### src/kcc_pkg.sv
// Shared types and constants for the key click classifier.
package kcc_pkg;

    localparam int KEY_W     = 4;
    localparam int CNT_W     = 8;
    localparam int CFG_IDX_W = 2;

    // Configuration register indexes
    localparam logic [CFG_IDX_W-1:0] REG_LONG_PRESS    = 2'd0;
    localparam logic [CFG_IDX_W-1:0] REG_DOUBLE_WINDOW = 2'd1;

    localparam logic [CNT_W-1:0] LONG_PRESS_RESET    = 8'd100;
    localparam logic [CNT_W-1:0] DOUBLE_WINDOW_RESET = 8'd35;
    localparam logic [CNT_W-1:0] CNT_MAX             = 8'd255;

    // Per-key debounce states
    localparam logic [1:0] ST_IDLE    = 2'd0;
    localparam logic [1:0] ST_CONFIRM = 2'd1;
    localparam logic [1:0] ST_HELD    = 2'd2;

    // Events found by one key lane on one tick
    typedef struct packed {
        logic single_click;
        logic double_click;
        logic long_press;
    } kcc_flags_t;

    // Thresholds handed to every lane
    typedef struct packed {
        logic [CNT_W-1:0] long_press_ticks;
        logic [CNT_W-1:0] double_window_ticks;
    } kcc_cfg_t;

endpackage

### src/kcc_lane.sv
// One key lane: debounce machine, hold counter and double-click window.
module kcc_lane (
    input  logic                clk,
    input  logic                rst_n,
    input  logic                tick,
    input  logic                pressed,
    input  kcc_pkg::kcc_cfg_t   cfg,
    output kcc_pkg::kcc_flags_t flags
);
    import kcc_pkg::*;

    logic [1:0]       state_reg,   state_next;
    logic [CNT_W-1:0] hold_reg,    hold_next;
    logic             pending_reg, pending_next;
    logic [CNT_W-1:0] window_reg,  window_next;

    logic             pend_mid;
    logic [CNT_W-1:0] win_mid;
    logic [CNT_W-1:0] win_cnt;

    always_comb
    begin
        state_next        = state_reg;
        hold_next         = hold_reg;
        pend_mid          = pending_reg;
        win_mid           = window_reg;
        flags             = '0;
        unique case (state_reg)
            ST_CONFIRM:
            begin
                if (pressed)
                begin
                    state_next = ST_HELD;
                    hold_next  = '0;
                end
                else
                begin
                    state_next = ST_IDLE;
                end
            end
            ST_HELD:
            begin
                if (pressed)
                begin
                    if (hold_reg != CNT_MAX)
                        hold_next = hold_reg + 1'b1;
                end
                else
                begin
                    if (hold_reg > cfg.long_press_ticks)
                    begin
                        flags.long_press = 1'b1;
                    end
                    else if (!pending_reg)
                    begin
                        pend_mid = 1'b1;
                        win_mid  = '0;
                    end
                    else
                    begin
                        flags.double_click = 1'b1;
                        pend_mid           = 1'b0;
                    end
                    state_next = ST_IDLE;
                end
            end
            default:
            begin
                // idle, and the unused code behaves as idle
                state_next = pressed ? ST_CONFIRM : ST_IDLE;
            end
        endcase

        // window counts on the tick it opens
        win_cnt      = (win_mid != CNT_MAX) ? win_mid + 1'b1 : win_mid;
        pending_next = pend_mid;
        window_next  = win_mid;
        if (pend_mid)
        begin
            window_next = win_cnt;
            if (win_cnt >= cfg.double_window_ticks)
            begin
                flags.single_click = 1'b1;
                pending_next       = 1'b0;
            end
        end
    end

    always_ff @(posedge clk or negedge rst_n)
    begin
        if (!rst_n)
        begin
            state_reg   <= ST_IDLE;
            hold_reg    <= '0;
            pending_reg <= 1'b0;
            window_reg  <= '0;
        end
        else if (tick)
        begin
            state_reg   <= state_next;
            hold_reg    <= hold_next;
            pending_reg <= pending_next;
            window_reg  <= window_next;
        end
    end

endmodule

### src/kcc_merge.sv
// Gathers lane events into the three masks and holds them in the output register.
module kcc_merge #(
    parameter int NUM_KEYS = 4
) (
    input  logic                         clk,
    input  logic                         rst_n,
    input  logic                         tick,
    input  kcc_pkg::kcc_flags_t          flags [NUM_KEYS],
    output logic                         load_ok,
    output logic                         out_valid,
    input  logic                         out_stall,
    output logic [kcc_pkg::KEY_W-1:0]    single_mask,
    output logic [kcc_pkg::KEY_W-1:0]    double_mask,
    output logic [kcc_pkg::KEY_W-1:0]    long_mask
);
    import kcc_pkg::*;

    logic             valid_reg;
    logic [KEY_W-1:0] single_reg, double_reg, long_reg;
    logic [KEY_W-1:0] single_next, double_next, long_next;

    // lanes past the field width are dropped, missing lanes read as zero
    always_comb
    begin
        single_next = '0;
        double_next = '0;
        long_next   = '0;
        for (int k = 0; k < KEY_W; k++)
        begin
            if (k < NUM_KEYS)
            begin
                single_next[k] = flags[k].single_click;
                double_next[k] = flags[k].double_click;
                long_next[k]   = flags[k].long_press;
            end
        end
    end

    assign load_ok = !valid_reg || !out_stall;

    always_ff @(posedge clk or negedge rst_n)
    begin
        if (!rst_n)
            valid_reg <= 1'b0;
        else if (load_ok)
            valid_reg <= tick;
    end

    always_ff @(posedge clk)
    begin
        if (tick)
        begin
            single_reg <= single_next;
            double_reg <= double_next;
            long_reg   <= long_next;
        end
    end

    assign out_valid   = valid_reg;
    assign single_mask = single_reg;
    assign double_mask = double_reg;
    assign long_mask   = long_reg;

endmodule

### src/key_click_classifier_unit.sv
// Top level of the key click classifier: config registers, key lanes, merge stage.
//
// Each transfer on the key channel is one tick: the sampled active-low key
// levels. Every key has its own lane (debounce machine, saturating hold
// counter, double-click window) and all lanes update in the same cycle, so a
// tick is taken every clock while key_stall is low, and its result is in the
// output register in the cycle after. Only a full output register whose result
// is stalled holds ticks back; key_stall then follows click_stall.
// Results are one-tick pulses per key: single click when a window runs out,
// double click on the second short release inside a window, long press on a
// release after a hold above long_press_ticks. Keys beyond the fourth see a
// pressed level and their events do not reach the 4-bit masks. Config
// writes (index 0 long_press_ticks, index 1 double_window_ticks, others
// ignored) are always taken and should only be made while the block is idle.
module key_click_classifier_unit #(
    parameter int NUM_KEYS = 4
) (
    input  logic                              clk,
    input  logic                              rst_n,
    // key channel
    input  logic                              key_valid,
    output logic                              key_stall,
    input  logic [kcc_pkg::KEY_W-1:0]         key_levels,
    // click channel
    output logic                              click_valid,
    input  logic                              click_stall,
    output logic [kcc_pkg::KEY_W-1:0]         single_click_mask,
    output logic [kcc_pkg::KEY_W-1:0]         double_click_mask,
    output logic [kcc_pkg::KEY_W-1:0]         long_press_mask,
    // configuration writes
    input  logic                              cfg_valid,
    output logic                              cfg_ready,
    input  logic [kcc_pkg::CFG_IDX_W-1:0]     cfg_index,
    input  logic [kcc_pkg::CNT_W-1:0]         cfg_data
);
    import kcc_pkg::*;

    kcc_cfg_t   cfg_reg;
    kcc_flags_t lane_flags [NUM_KEYS];
    logic       load_ok;
    logic       tick;

    assign cfg_ready = 1'b1;

    always_ff @(posedge clk or negedge rst_n)
    begin
        if (!rst_n)
        begin
            cfg_reg.long_press_ticks    <= LONG_PRESS_RESET;
            cfg_reg.double_window_ticks <= DOUBLE_WINDOW_RESET;
        end
        else if (cfg_valid && cfg_ready)
        begin
            unique case (cfg_index)
                REG_LONG_PRESS:    cfg_reg.long_press_ticks    <= cfg_data;
                REG_DOUBLE_WINDOW: cfg_reg.double_window_ticks <= cfg_data;
                default:           ;
            endcase
        end
    end

    // a tick transfer happens when the output register can take its result
    assign key_stall = !load_ok;
    assign tick      = key_valid && load_ok;

    for (genvar k = 0; k < NUM_KEYS; k++)
    begin : g_lane
        logic pressed;
        if (k < KEY_W)
        begin : g_in
            assign pressed = !key_levels[k];
        end
        else
        begin : g_none
            assign pressed = 1'b1;
        end

        kcc_lane u_lane (
            .clk     (clk),
            .rst_n   (rst_n),
            .tick    (tick),
            .pressed (pressed),
            .cfg     (cfg_reg),
            .flags   (lane_flags[k])
        );
    end

    kcc_merge #(
        .NUM_KEYS (NUM_KEYS)
    ) u_merge (
        .clk         (clk),
        .rst_n       (rst_n),
        .tick        (tick),
        .flags       (lane_flags),
        .load_ok     (load_ok),
        .out_valid   (click_valid),
        .out_stall   (click_stall),
        .single_mask (single_click_mask),
        .double_mask (double_click_mask),
        .long_mask   (long_press_mask)
    );

endmodule
### config.mk
export PLATFORM = sky130hd
export DESIGN_NAME = key_click_classifier_unit
export DESIGN_NICKNAME = d
export VERILOG_FILES = /design/src/kcc_pkg.sv /design/src/kcc_lane.sv /design/src/kcc_merge.sv /design/src/key_click_classifier_unit.sv
export SDC_FILE = /design/constraint.sdc
export NUM_CORES = 1
export LEC_CHECK = 0
export BUFFER_PORTS_ARGS = -buffer_cell sky130_fd_sc_hd__buf_2
export CAP_MARGIN = 10
export CORE_MARGIN = 2
export CORE_UTILIZATION = 55
export DETAILED_ROUTE_END_ITERATION = 7
export PLACE_DENSITY_LB_ADDON = 0.12
export SYNTH_ARGS = -nofsm -noshare
export SYNTH_HDL_FRONTEND = slang
export SYNTH_HIERARCHICAL = 1
export SYNTH_SLANG_ARGS = --single-unit
### constraint.sdc
create_clock -name clk -period 5.9 [get_ports clk]
set_clock_uncertainty 0.2 [all_clocks]
set_input_delay 0.885 -clock clk [delete_from_list [all_inputs] [get_ports clk]]
set_output_delay 0.885 -clock clk [all_outputs]
set_load 0.005 [all_outputs]
==> out/metrics.yaml, run 1 <==
timing:
  finalSetupViolCount: 0
  timing.setup.tns_ns: 0
  tightest_slew_ns: 0.7734
  report.final.hold_viol_count: 0
  timing_max_transition_violations_final: 0
  rsz0062_at_grt: "false"
  finalCritPeriodShare_pct: 81.33
  period_minus_slack_ns: 4.799
  worst_slew_margin_rel_pct: 48.44
  fmax_mhz: 208.4
floorplan:
  boundaryPins: 34
  start_util_pct: 55.75
  die_area_um2: 15550
  die-height_um: 124.7
  fp.dieW_um: 124.7
  core_um2: 14370
  rows: 44
yosys:
  ys.flop_type: "sky130_fd_sc_hd__dfrtp_1"
  netlist_top_cells_area: "sky130_fd_sc_hd__dfrtp_1, sky130_fd_sc_hd__ha_1, sky130_fd_sc_hd__edfxtp_1"
  flops_latches_synth: 105
  post_synth_edffs: 12
  yosys_warnings: 6
  yosysSeqAreaShare_pct: 33.65
  asyncSetResetFlopFracSynth_pct: 88.57
  yosys.cell_count.top_type: "sky130_fd_sc_hd__dfrtp_1"
  net_count_after_synthesis: 960
  top_cells_by_count_synth: "sky130_fd_sc_hd__dfrtp_1, sky130_fd_sc_hd__inv_1, sky130_fd_sc_hd__ha_1"
  synth_largest_area_cell: "sky130_fd_sc_hd__dfrtp_1"
  mappedNetlistArea_um2: 8010
  post_synth_inst_count: 857
  synth.distinct_cells: 67
  syn_area_per_cell_um2: 9.347
  synth_top_area_share_pct: 27.18
route:
  dr_total_vias: 6239
  route.antenna.remaining_nets: 0
  drtPass1Iterations: 6
  post_drt_wl_per_cell_um: 16.02
  postRouteWirelength_mm: 17.14
  via_count_normalized_by_instance_count: 5.831
  drc: 0
  drtIter0Drc: 318
pwr:
  vdd.ir_drop.worst_uv: 228.1
  power_frac_clock_pct: 22.5
  leakage_nw: 4.189
  switching_share_pct: 39.05
  intPower_mw: 1.733
  total_switching_power_mw: 1.110
  p_comb_share_pct: 38.8
  post-layout-total-power_mw: 2.844
  powerDensity_nw_per_um2: 331.8
  seq_power_share_pct: 38.6
worst_setup_path:
  critPathMaxStageDelay_ns: 0.62
  r2r-end: "u_merge/single_mask[1]"
  ff2ff_path_depth: 17
  timing.critical_path.to: "u_merge/single_mask[1]"
  timing.critical_path.slowest_stage_cell: "sky130_fd_sc_hd__a2111oi_4"
  start_kind: "register"
  path_class: "reg2reg"
  path_cells: "inv_1 -> ha_1 -> a21oi_1 -> o21ai_0 -> a2111oi_4 -> nor2b_1 -> ha_1 -> and3_1 -> nand2_2 -> nor2_2 -> mux2_4 -> ha_1 -> a21o_1 -> a21o_1 -> a211o_1 -> a311oi_1 -> nor2_1"
  setup.worst_path.end_class: "register"
  timing.critical_path.fanout_max: 8
  r2r_slack_ns: 1.10
  timing.critical_path.required_ns: 5.81
  timing.rr.start: "cfg_reg[13]"
  worstSetupStartpoint: "cfg_reg[13]"
  timing.critical_path.mode_cell: "sky130_fd_sc_hd__ha_1"
  critical_path_arrival_ns: 4.71
clock_tree:
  cts_tree: "built"
  clock_sinks: 105
  number_of_instances_resized_during_post_cts_repair: 0
  h-tree-depth: 3
  post_cts.repair.setup_buffers: 0
  clk_root_buffer_cell: "sky130_fd_sc_hd__clkbuf_16"
  clkLatencyLatePin_ns: 0.36
  cts_hold_buf: 0
  worst_setup_hold_path_clk_slew_ns: 0.08
  cts_buf_count: 9
  cts_buffer_depth: 2
worst_hold_path:
  holdCritPathClass: "in2async"
global_routing:
  grt_pass1_wl_mm: 29.55
  gr-total-overflow: 0
  grt.met3_usage_pct: 4.725
  grt_start_max_net_pins: 59
  use_met2_pct: 39.50
  grt_usage_pct: 22.96
  grt_pass1_vias: 6312
  grt_most_used_layer: "met2"
  antenna_violations_before_repair: 0
  grt.met1_usage_pct: 29.05
finish:
  net_count_final: 984
  drive_gt1_share_pct: 15.69
  finalCoreUtilization_pct: 59.66
  area.growth.synth_to_final_pct: 7.013
  n_antenna_cell: 0
  layoutNonFillerInstCount: 1070
placed_design:
  port_buffers: 32
  dp_hpwl_mm: 12.72
  dp_cells: 1054
  gp_congestion: 0.8916
outcome:
  outcome: "complete, no violations"
flow_run:
  total_of_max_cap_violations: 0
[metrics by stage]
stage / setup WS, ns / area, µm² / hold slack (ns)
after floorplan: 1.327 / 8010 / 0.2761
after global placement: 1.313 / 8267 / 0.2788
after detailed placement: 1.172 / 8267 / 0.2956
after CTS: 1.104 / 8572 / 0.2907
after global routing: 0.8718 / 8572 / 0.3053
final: 1.101 / 8572 / 0.2765
[power groups by stage]
stage,Clock (mW),Combinational [mW],Sequential [mW]
detailed placement,0,1.11,1.11
finish,0.641,1.10,1.10
floorplan,0,0.916,1.03
global route,0.681,1.26,1.13
global placement,0,1.05,1.10
CTS,0.658,1.11,1.10
[layer usage]
layer,vias to the layer above,wire length (µm),part of all wire [%]
li1,3084,-,-
met2,94,8463,49
met1,3035,7760,45
met5,-,0,0
met3,26,558,3.3
met4,0,357,2.1
[placed cells by master, fill, tap and decap left out, types with 6 or more instances in the layout]
cell type	count
sky130_fd_sc_hd__dfrtp_1	87
sky130_fd_sc_hd__inv_1	86
sky130_fd_sc_hd__ha_1	84
sky130_fd_sc_hd__nor2_1	76
sky130_fd_sc_hd__nand2_1	58
sky130_fd_sc_hd__a21oi_1	37
sky130_fd_sc_hd__xor2_1	36
sky130_fd_sc_hd__buf_2	31
sky130_fd_sc_hd__nand3_1	30
sky130_fd_sc_hd__nand4_1	27
sky130_fd_sc_hd__o21ai_0	23
sky130_fd_sc_hd__a21o_1	22
sky130_fd_sc_hd__mux2_2	20
sky130_fd_sc_hd__and2_1	19
sky130_fd_sc_hd__and3_1	16
sky130_fd_sc_hd__nor2b_1	14
sky130_fd_sc_hd__a31oi_1	12
sky130_fd_sc_hd__edfxtp_1	12
sky130_fd_sc_hd__nand2b_1	10
sky130_fd_sc_hd__o21ai_1	10
sky130_fd_sc_hd__clkbuf_16	9
sky130_fd_sc_hd__nor3_1	8
sky130_fd_sc_hd__buf_4	8
sky130_fd_sc_hd__and4_1	7
sky130_fd_sc_hd__nor4_1	7
sky130_fd_sc_hd__mux2i_1	7
sky130_fd_sc_hd__dfstp_2	6
sky130_fd_sc_hd__nand4_2	6
sky130_fd_sc_hd__a21oi_2	6
sky130_fd_sc_hd__or3_1	6
sky130_fd_sc_hd__o22ai_1	6
sky130_fd_sc_hd__nor3b_2	6
[logic make-up after synthesis]
kind of cell,Yosys count,share of synthesized area (%)
flops,105,33.65
mux,35,5.045
simple gates,318,22.85
xor+xnor,41,4.483
fa+ha+maj,84,13.12
buf+inv,112,6.560
compound gates,161,14.25
other cells,1,0.04682
[worst max-delay path, delay by kind of cell (launching register included)]
family | cells | cell delay (ns)
mux | 1 | 0.29
flops | 1 | 0.57
simple gates | 5 | 0.70
fa+ha+maj | 3 | 0.84
buf+inv | 1 | 0.05
compound gates | 7 | 1.88
[layout make-up]
cell class / instances / area [µm²]
clock buffers: 12 / 246.5
fillers: 1258 / 5797
inverters: 86 / 322.8
repair buffers: 39 / 215.2
clock inverters: 4 / 58.81
well taps: 184 / 230.2
flip-flops and latches: 105 / 2695
multi-input cells: 640 / 4803
[how the worst min path moves through the flow]
stage | start | end | slack (ns)
6_report | rst_n | g_lane[3].u_lane/window_reg[1] | 0.28
3_5_place_dp | u_merge/out_valid | u_merge/out_valid | 0.30
2_1_floorplan | g_lane[0].u_lane/state_reg[1] | g_lane[0].u_lane/state_reg[1] | 0.28
4_1_cts | rst_n | g_lane[3].u_lane/window_reg[0] | 0.29
3_3_place_gp | u_merge/out_valid | u_merge/out_valid | 0.28
5_1_grt | rst_n | g_lane[3].u_lane/window_reg[0] | 0.31
Power figures use the tool's default switching activity.
==> run 2, diff against run 1 <==
- clock period: 5.9 -> 4.8 ns (I/O delays scaled with it)
==> out/metrics.yaml, run 2 (synthesized netlist as in run 1, its figures left out) <==
timing:
  report.final.hold_viol_count: 0
  rsz0062_at_grt: "false"
  worst_slew_margin_rel_pct: 42.86
  finalCritPeriodShare_pct: 93.94
  finalSetupViolCount: 0
  timing_max_transition_violations_final: 0
  period_minus_slack_ns: 4.509
  timing.setup.tns_ns: 0
  hold-worst-slack_ns: 0.2590
  tightest_slew_ns: 0.8571
  setup_ws_ns: 0.2910
  fmax_mhz: 221.8
pwr:
  post-layout-total-power_mw: 3.447
  powerDensity_nw_per_um2: 401.2
  leakage_nw: 4.201
  vdd.ir_drop.worst_uv: 265.0
finish:
  n_antenna_cell: 0
  final_common_cell: "sky130_fd_sc_hd__dfrtp_1"
  ff_latch_area_um2: 2695
  layout_common_cells: "sky130_fd_sc_hd__dfrtp_1, sky130_fd_sc_hd__inv_1, sky130_fd_sc_hd__ha_1"
  nFillCells: 1223
  area.growth.synth_to_final_pct: 7.248
  drive_gt1_share_pct: 16.40
  net_count_final: 988
  stdcell_area_um2: 8591
  layoutNonFillerInstCount: 1074
  finalCoreUtilization_pct: 59.79
  multi_input_comb_area_um2: 4822
clock_tree:
  clkLatencyLatePin_ns: 0.36
  cts_buffer_depth: 2
  post_cts.repair.setup_buffers: 0
  cts_tree: "built"
  clk_root_buffer_cell: "sky130_fd_sc_hd__clkbuf_16"
  clock_sinks: 105
  worst_setup_hold_path_clk_slew_ns: 0.07
  number_of_instances_resized_during_post_cts_repair: 0
  h-tree-depth: 3
  cts_buf_count: 9
  cts_hold_buf: 0
global_routing:
  grt_pass1_vias: 6357
  antenna_violations_before_repair: 0
  grt_usage_pct: 23.35
  grt_start_max_net_pins: 61
  grt_pass1_wl_mm: 30.11
  gr-total-overflow: 0
route:
  dr_total_vias: 6320
  via_count_normalized_by_instance_count: 5.885
  post_drt_wl_per_cell_um: 16.39
  postRouteWirelength_mm: 17.61
  drc: 0
  drtIter0Drc: 311
  route.antenna.remaining_nets: 0
  drtPass1Iterations: 4
worst_setup_path:
  path_class: "reg2reg"
  setup.worst_path.end_class: "register"
  timing.critical_path.slowest_stage_cell: "sky130_fd_sc_hd__dfstp_2"
  path_cells: "inv_1 -> ha_1 -> nand4_1 -> or2_1 -> a2111oi_4 -> nor2b_1 -> ha_2 -> and3_4 -> nand2_4 -> nor2_2 -> mux2_4 -> ha_1 -> a21o_1 -> a21o_1 -> a211o_1 -> a311oi_2 -> nor2_1"
  critPathBufInv: 1
  timing.critical_path.fanout_max: 8
  critPathMaxStageDelay_ns: 0.57
  start_kind: "register"
  critical_path_arrival_ns: 4.42
  timing.critical_path.required_ns: 4.71
  critical-path-top-delay-family: "compound AO/OA/AOI/OAI gates"
placed_design:
  port_buffers: 32
  dp_hpwl_mm: 13.15
  detailedPlace.worstSlack_ns: 0.1747
  detailed_place.area_um2: 8297
  dp_cells: 1058
  gp_congestion: 0.8613
floorplan:
  boundaryPins: 34
  fp.dieW_um: 124.7
  die_area_um2: 15550
  start_util_pct: 55.75
  core_um2: 14370
  die-height_um: 124.7
  rows: 44
outcome:
  outcome: "complete, no violations"
flow_run:
  total_of_max_cap_violations: 0
worst_hold_path:
  holdCritPathClass: "in2async"
## run 2: changes by cell type in the layout (fill, tap and decap cells not counted), sizes merged
cell | previous run | this run
inv | 89 | 86
clkinvlp | 0 | 2
clkinv | 0 | 2
bufinv | 1 | 0
buf | 39 | 43
## run 2: final cells by class
class,instances,share of cell area (%)
Inverter,86,3.758
Tap cell,184,2.680
Clock inverter,4,0.3350
Sequential cell,105,31.37
Timing Repair Buffer,43,2.855
Multi-Input combinational cell,640,56.13
Clock buffer,12,2.869
## run 2: worst reg2reg max path, cell delays in order (launching register included)
cell                        delay, ns
sky130_fd_sc_hd__dfstp_2         0.57
sky130_fd_sc_hd__inv_1           0.05
sky130_fd_sc_hd__ha_1            0.29
sky130_fd_sc_hd__nand4_1         0.11
sky130_fd_sc_hd__or2_1           0.27
sky130_fd_sc_hd__a2111oi_4       0.47
sky130_fd_sc_hd__nor2b_1         0.12
sky130_fd_sc_hd__ha_2            0.23
sky130_fd_sc_hd__and3_4          0.22
sky130_fd_sc_hd__nand2_4         0.11
sky130_fd_sc_hd__nor2_2          0.06
sky130_fd_sc_hd__mux2_4          0.29
sky130_fd_sc_hd__ha_1            0.27
sky130_fd_sc_hd__a21o_1          0.16
sky130_fd_sc_hd__a21o_1          0.18
sky130_fd_sc_hd__a211o_1         0.33
sky130_fd_sc_hd__a311oi_2        0.26
sky130_fd_sc_hd__nor2_1          0.07
## run 2: path summary, 6_finish.rpt
path / startpoint / endpoint / cells past startpoint / slack (ns)
min: rst_n / g_lane[2].u_lane/window_reg[3] / 1 / 0.26
min reg2reg: g_lane[2].u_lane/state_reg[1] / g_lane[2].u_lane/state_reg[1] / 1 / 0.31
max in group asynchronous: rst_n / cfg_reg[5] / 2 / 3.11
max reg2reg: cfg_reg[10] / u_merge/single_mask[1] / 17 / 0.29
min in group clk: g_lane[2].u_lane/state_reg[1] / g_lane[2].u_lane/state_reg[1] / 1 / 0.31
max: cfg_reg[10] / u_merge/single_mask[1] / 17 / 0.29
## run 2: metal layers
metal  vias up  track usage [%]  share of wire, %
li1       3085                -                 -
met1      3081            30.08                45
met2       121            39.44                49
met3        33            4.296               3.2
met4         0            8.196               2.5
met5         -                0                 0
## run 2: report_power, final
part	internal [mW]	switching, mW
Combinational	0.634	0.756
Sequential	1.08	0.271
Clock	0.367	0.337
==> run 3, diff against run 2 <==
- CORE_MARGIN: 2 -> 3
- PLACE_DENSITY: not set -> 0.79
- PLACE_DENSITY_LB_ADDON: 0.12 -> not set
==> out/metrics.yaml, run 3 (synthesized netlist as in run 1, its figures left out) <==
outcome:
  outcome: "complete, no violations"
global_routing:
  grt_pass1_vias: 5738
  grt_pass1_wl_mm: 27.81
  grt_start_max_net_pins: 73
  antenna_violations_before_repair: 0
  grt_usage_pct: 21.22
  gr-total-overflow: 0
clock_tree:
  number_of_instances_resized_during_post_cts_repair: 0
  clkLatencyLatePin_ns: 0.36
  clock_sinks: 105
  h-tree-depth: 3
  clk_root_buffer_cell: "sky130_fd_sc_hd__clkbuf_16"
  cts_buffer_depth: 2
  cts_hold_buf: 0
  cts_buf_count: 9
  worst_setup_hold_path_clk_slew_ns: 0.08
  post_cts.repair.setup_buffers: 0
  cts_tree: "built"
pwr:
  total_switching_power_mw: 1.381
  power_frac_clock_pct: 21.4
  leakage_nw: 4.190
  seq_power_share_pct: 39.2
  intPower_mw: 2.073
  post-layout-total-power_mw: 3.454
  switching_share_pct: 39.98
  vdd.ir_drop.worst_uv: 257.8
  p_comb_share_pct: 39.4
  powerDensity_nw_per_um2: 403.4
floorplan:
  start_util_pct: 57.04
  die-height_um: 126.7
  fp.dieW_um: 126.7
  rows: 43
  core_um2: 14040
  boundaryPins: 34
  die_area_um2: 16050
timing:
  rsz0062_at_grt: "false"
  fmax_mhz: 223.7
  finalSetupViolCount: 0
  timing_max_transition_violations_final: 0
  finalCritPeriodShare_pct: 93.14
  tightest_slew_ns: 0.9908
  hold-worst-slack_ns: 0.3046
  worst_slew_margin_rel_pct: 33.94
  period_minus_slack_ns: 4.471
  setup_ws_ns: 0.3295
  timing.setup.tns_ns: 0
  report.final.hold_viol_count: 0
route:
  route.antenna.remaining_nets: 0
  drtIter0Drc: 385
  post_drt_wl_per_cell_um: 15.77
  via_count_normalized_by_instance_count: 5.805
  postRouteWirelength_mm: 16.83
  drtPass1Iterations: 5
  dr_total_vias: 6194
  drc: 0
worst_hold_path:
  holdCritPathClass: "in2async"
worst_setup_path:
  timing.critical_path.required_ns: 4.71
  ff2ff_path_depth: 17
  setup.worst_path.end_class: "register"
  timing.critical_path.to: "u_merge/single_mask[1]"
  path_class: "reg2reg"
  worstSetupStartpoint: "cfg_reg[14]"
  timing.critical_path.fanout_max: 7
  critical_path_arrival_ns: 4.38
  r2r-end: "u_merge/single_mask[1]"
  r2r_slack_ns: 0.33
  start_kind: "register"
  timing.rr.start: "cfg_reg[14]"
placed_design:
  gp_congestion: 0.8475
  dp_hpwl_mm: 12.29
  port_buffers: 32
  detailedPlace.worstSlack_ns: 0.3537
finish:
  layout_common_cells: "sky130_fd_sc_hd__dfrtp_1, sky130_fd_sc_hd__inv_1, sky130_fd_sc_hd__ha_1"
  n_antenna_cell: 0
  drive_gt1_share_pct: 16.01
  final_common_cell: "sky130_fd_sc_hd__dfrtp_1"
  net_count_final: 985
  area.growth.synth_to_final_pct: 6.873
  nFillCells: 1179
flow_run:
  total_of_max_cap_violations: 0
run 3: changes by cell type in the layout (fill, tap and decap cells not counted), sizes merged:
cell	before	now
inv	86	93
buf	43	40
clkbuf	12	9
clkinv	2	0
clkinvlp	2	0
run 3: cell type report:
cell class	instances	area (µm²)	share of cell area [%]
Multi-Input combinational cell	640	4803	56.11
Sequential cell	105	2695	31.48
Inverter	86	322.8	3.771
Clock buffer	9	225.2	2.631
Tap cell	180	225.2	2.631
Timing Repair Buffer	40	222.7	2.602
Clock inverter	7	66.31	0.7746
run 3: worst min-delay path by stage:
stage,end,from,depth (start not counted),slack (ns)
floorplan,cfg_reg[11],rst_n,0,0.22
global placement,u_merge/out_valid,u_merge/out_valid,1,0.29
detailed placement,u_merge/out_valid,u_merge/out_valid,1,0.29
CTS,u_merge/out_valid,u_merge/out_valid,1,0.31
global route,u_merge/out_valid,u_merge/out_valid,1,0.34
finish,g_lane[3].u_lane/window_reg[6],rst_n,1,0.30
run 3: power by group through the flow:
stage | combinational [mW] | sequential (mW) | clock (mW)
after floorplan | 1.13 | 1.27 | 0
after global placement | 1.30 | 1.36 | 0
after detailed placement | 1.35 | 1.36 | 0
after CTS | 1.36 | 1.35 | 0.760
after global routing | 1.55 | 1.38 | 0.797
final | 1.36 | 1.35 | 0.740
run 3: stage by stage:
step	instance area (µm²)	utilization (%)	cells
2_1_floorplan	8010	-	857
3_3_place_gp	8269	58.89	1051
3_5_place_dp	8269	58.89	1051
4_1_cts	8561	60.96	1067
5_1_grt	8561	60.96	1067
6_report	8561	60.96	1067
run 3: layer usage:
metal  GRT usage, %  wire, µm  up-vias
li1               -         -     3090
met1          29.53      8035     2958
met2          33.37      7742      121
met3          4.000       681       25
met4          7.256       367        0
met5              0         0        -
run 3: worst max-delay path: stages (launching register included):
cell and delay, ns:
sky130_fd_sc_hd__dfstp_2 0.58, sky130_fd_sc_hd__inv_1 0.05, sky130_fd_sc_hd__ha_1 0.29, sky130_fd_sc_hd__nand4_1 0.10, sky130_fd_sc_hd__or2_1 0.28, sky130_fd_sc_hd__a2111oi_4 0.38, sky130_fd_sc_hd__nor2b_1 0.09, sky130_fd_sc_hd__ha_1 0.26
sky130_fd_sc_hd__and3_1 0.22, sky130_fd_sc_hd__nand2_2 0.15, sky130_fd_sc_hd__nor2_2 0.06, sky130_fd_sc_hd__mux2_4 0.29, sky130_fd_sc_hd__ha_1 0.27, sky130_fd_sc_hd__a21o_1 0.16, sky130_fd_sc_hd__a21o_1 0.17, sky130_fd_sc_hd__a211o_1 0.30
sky130_fd_sc_hd__a311oi_1 0.26, sky130_fd_sc_hd__nor2_1 0.08
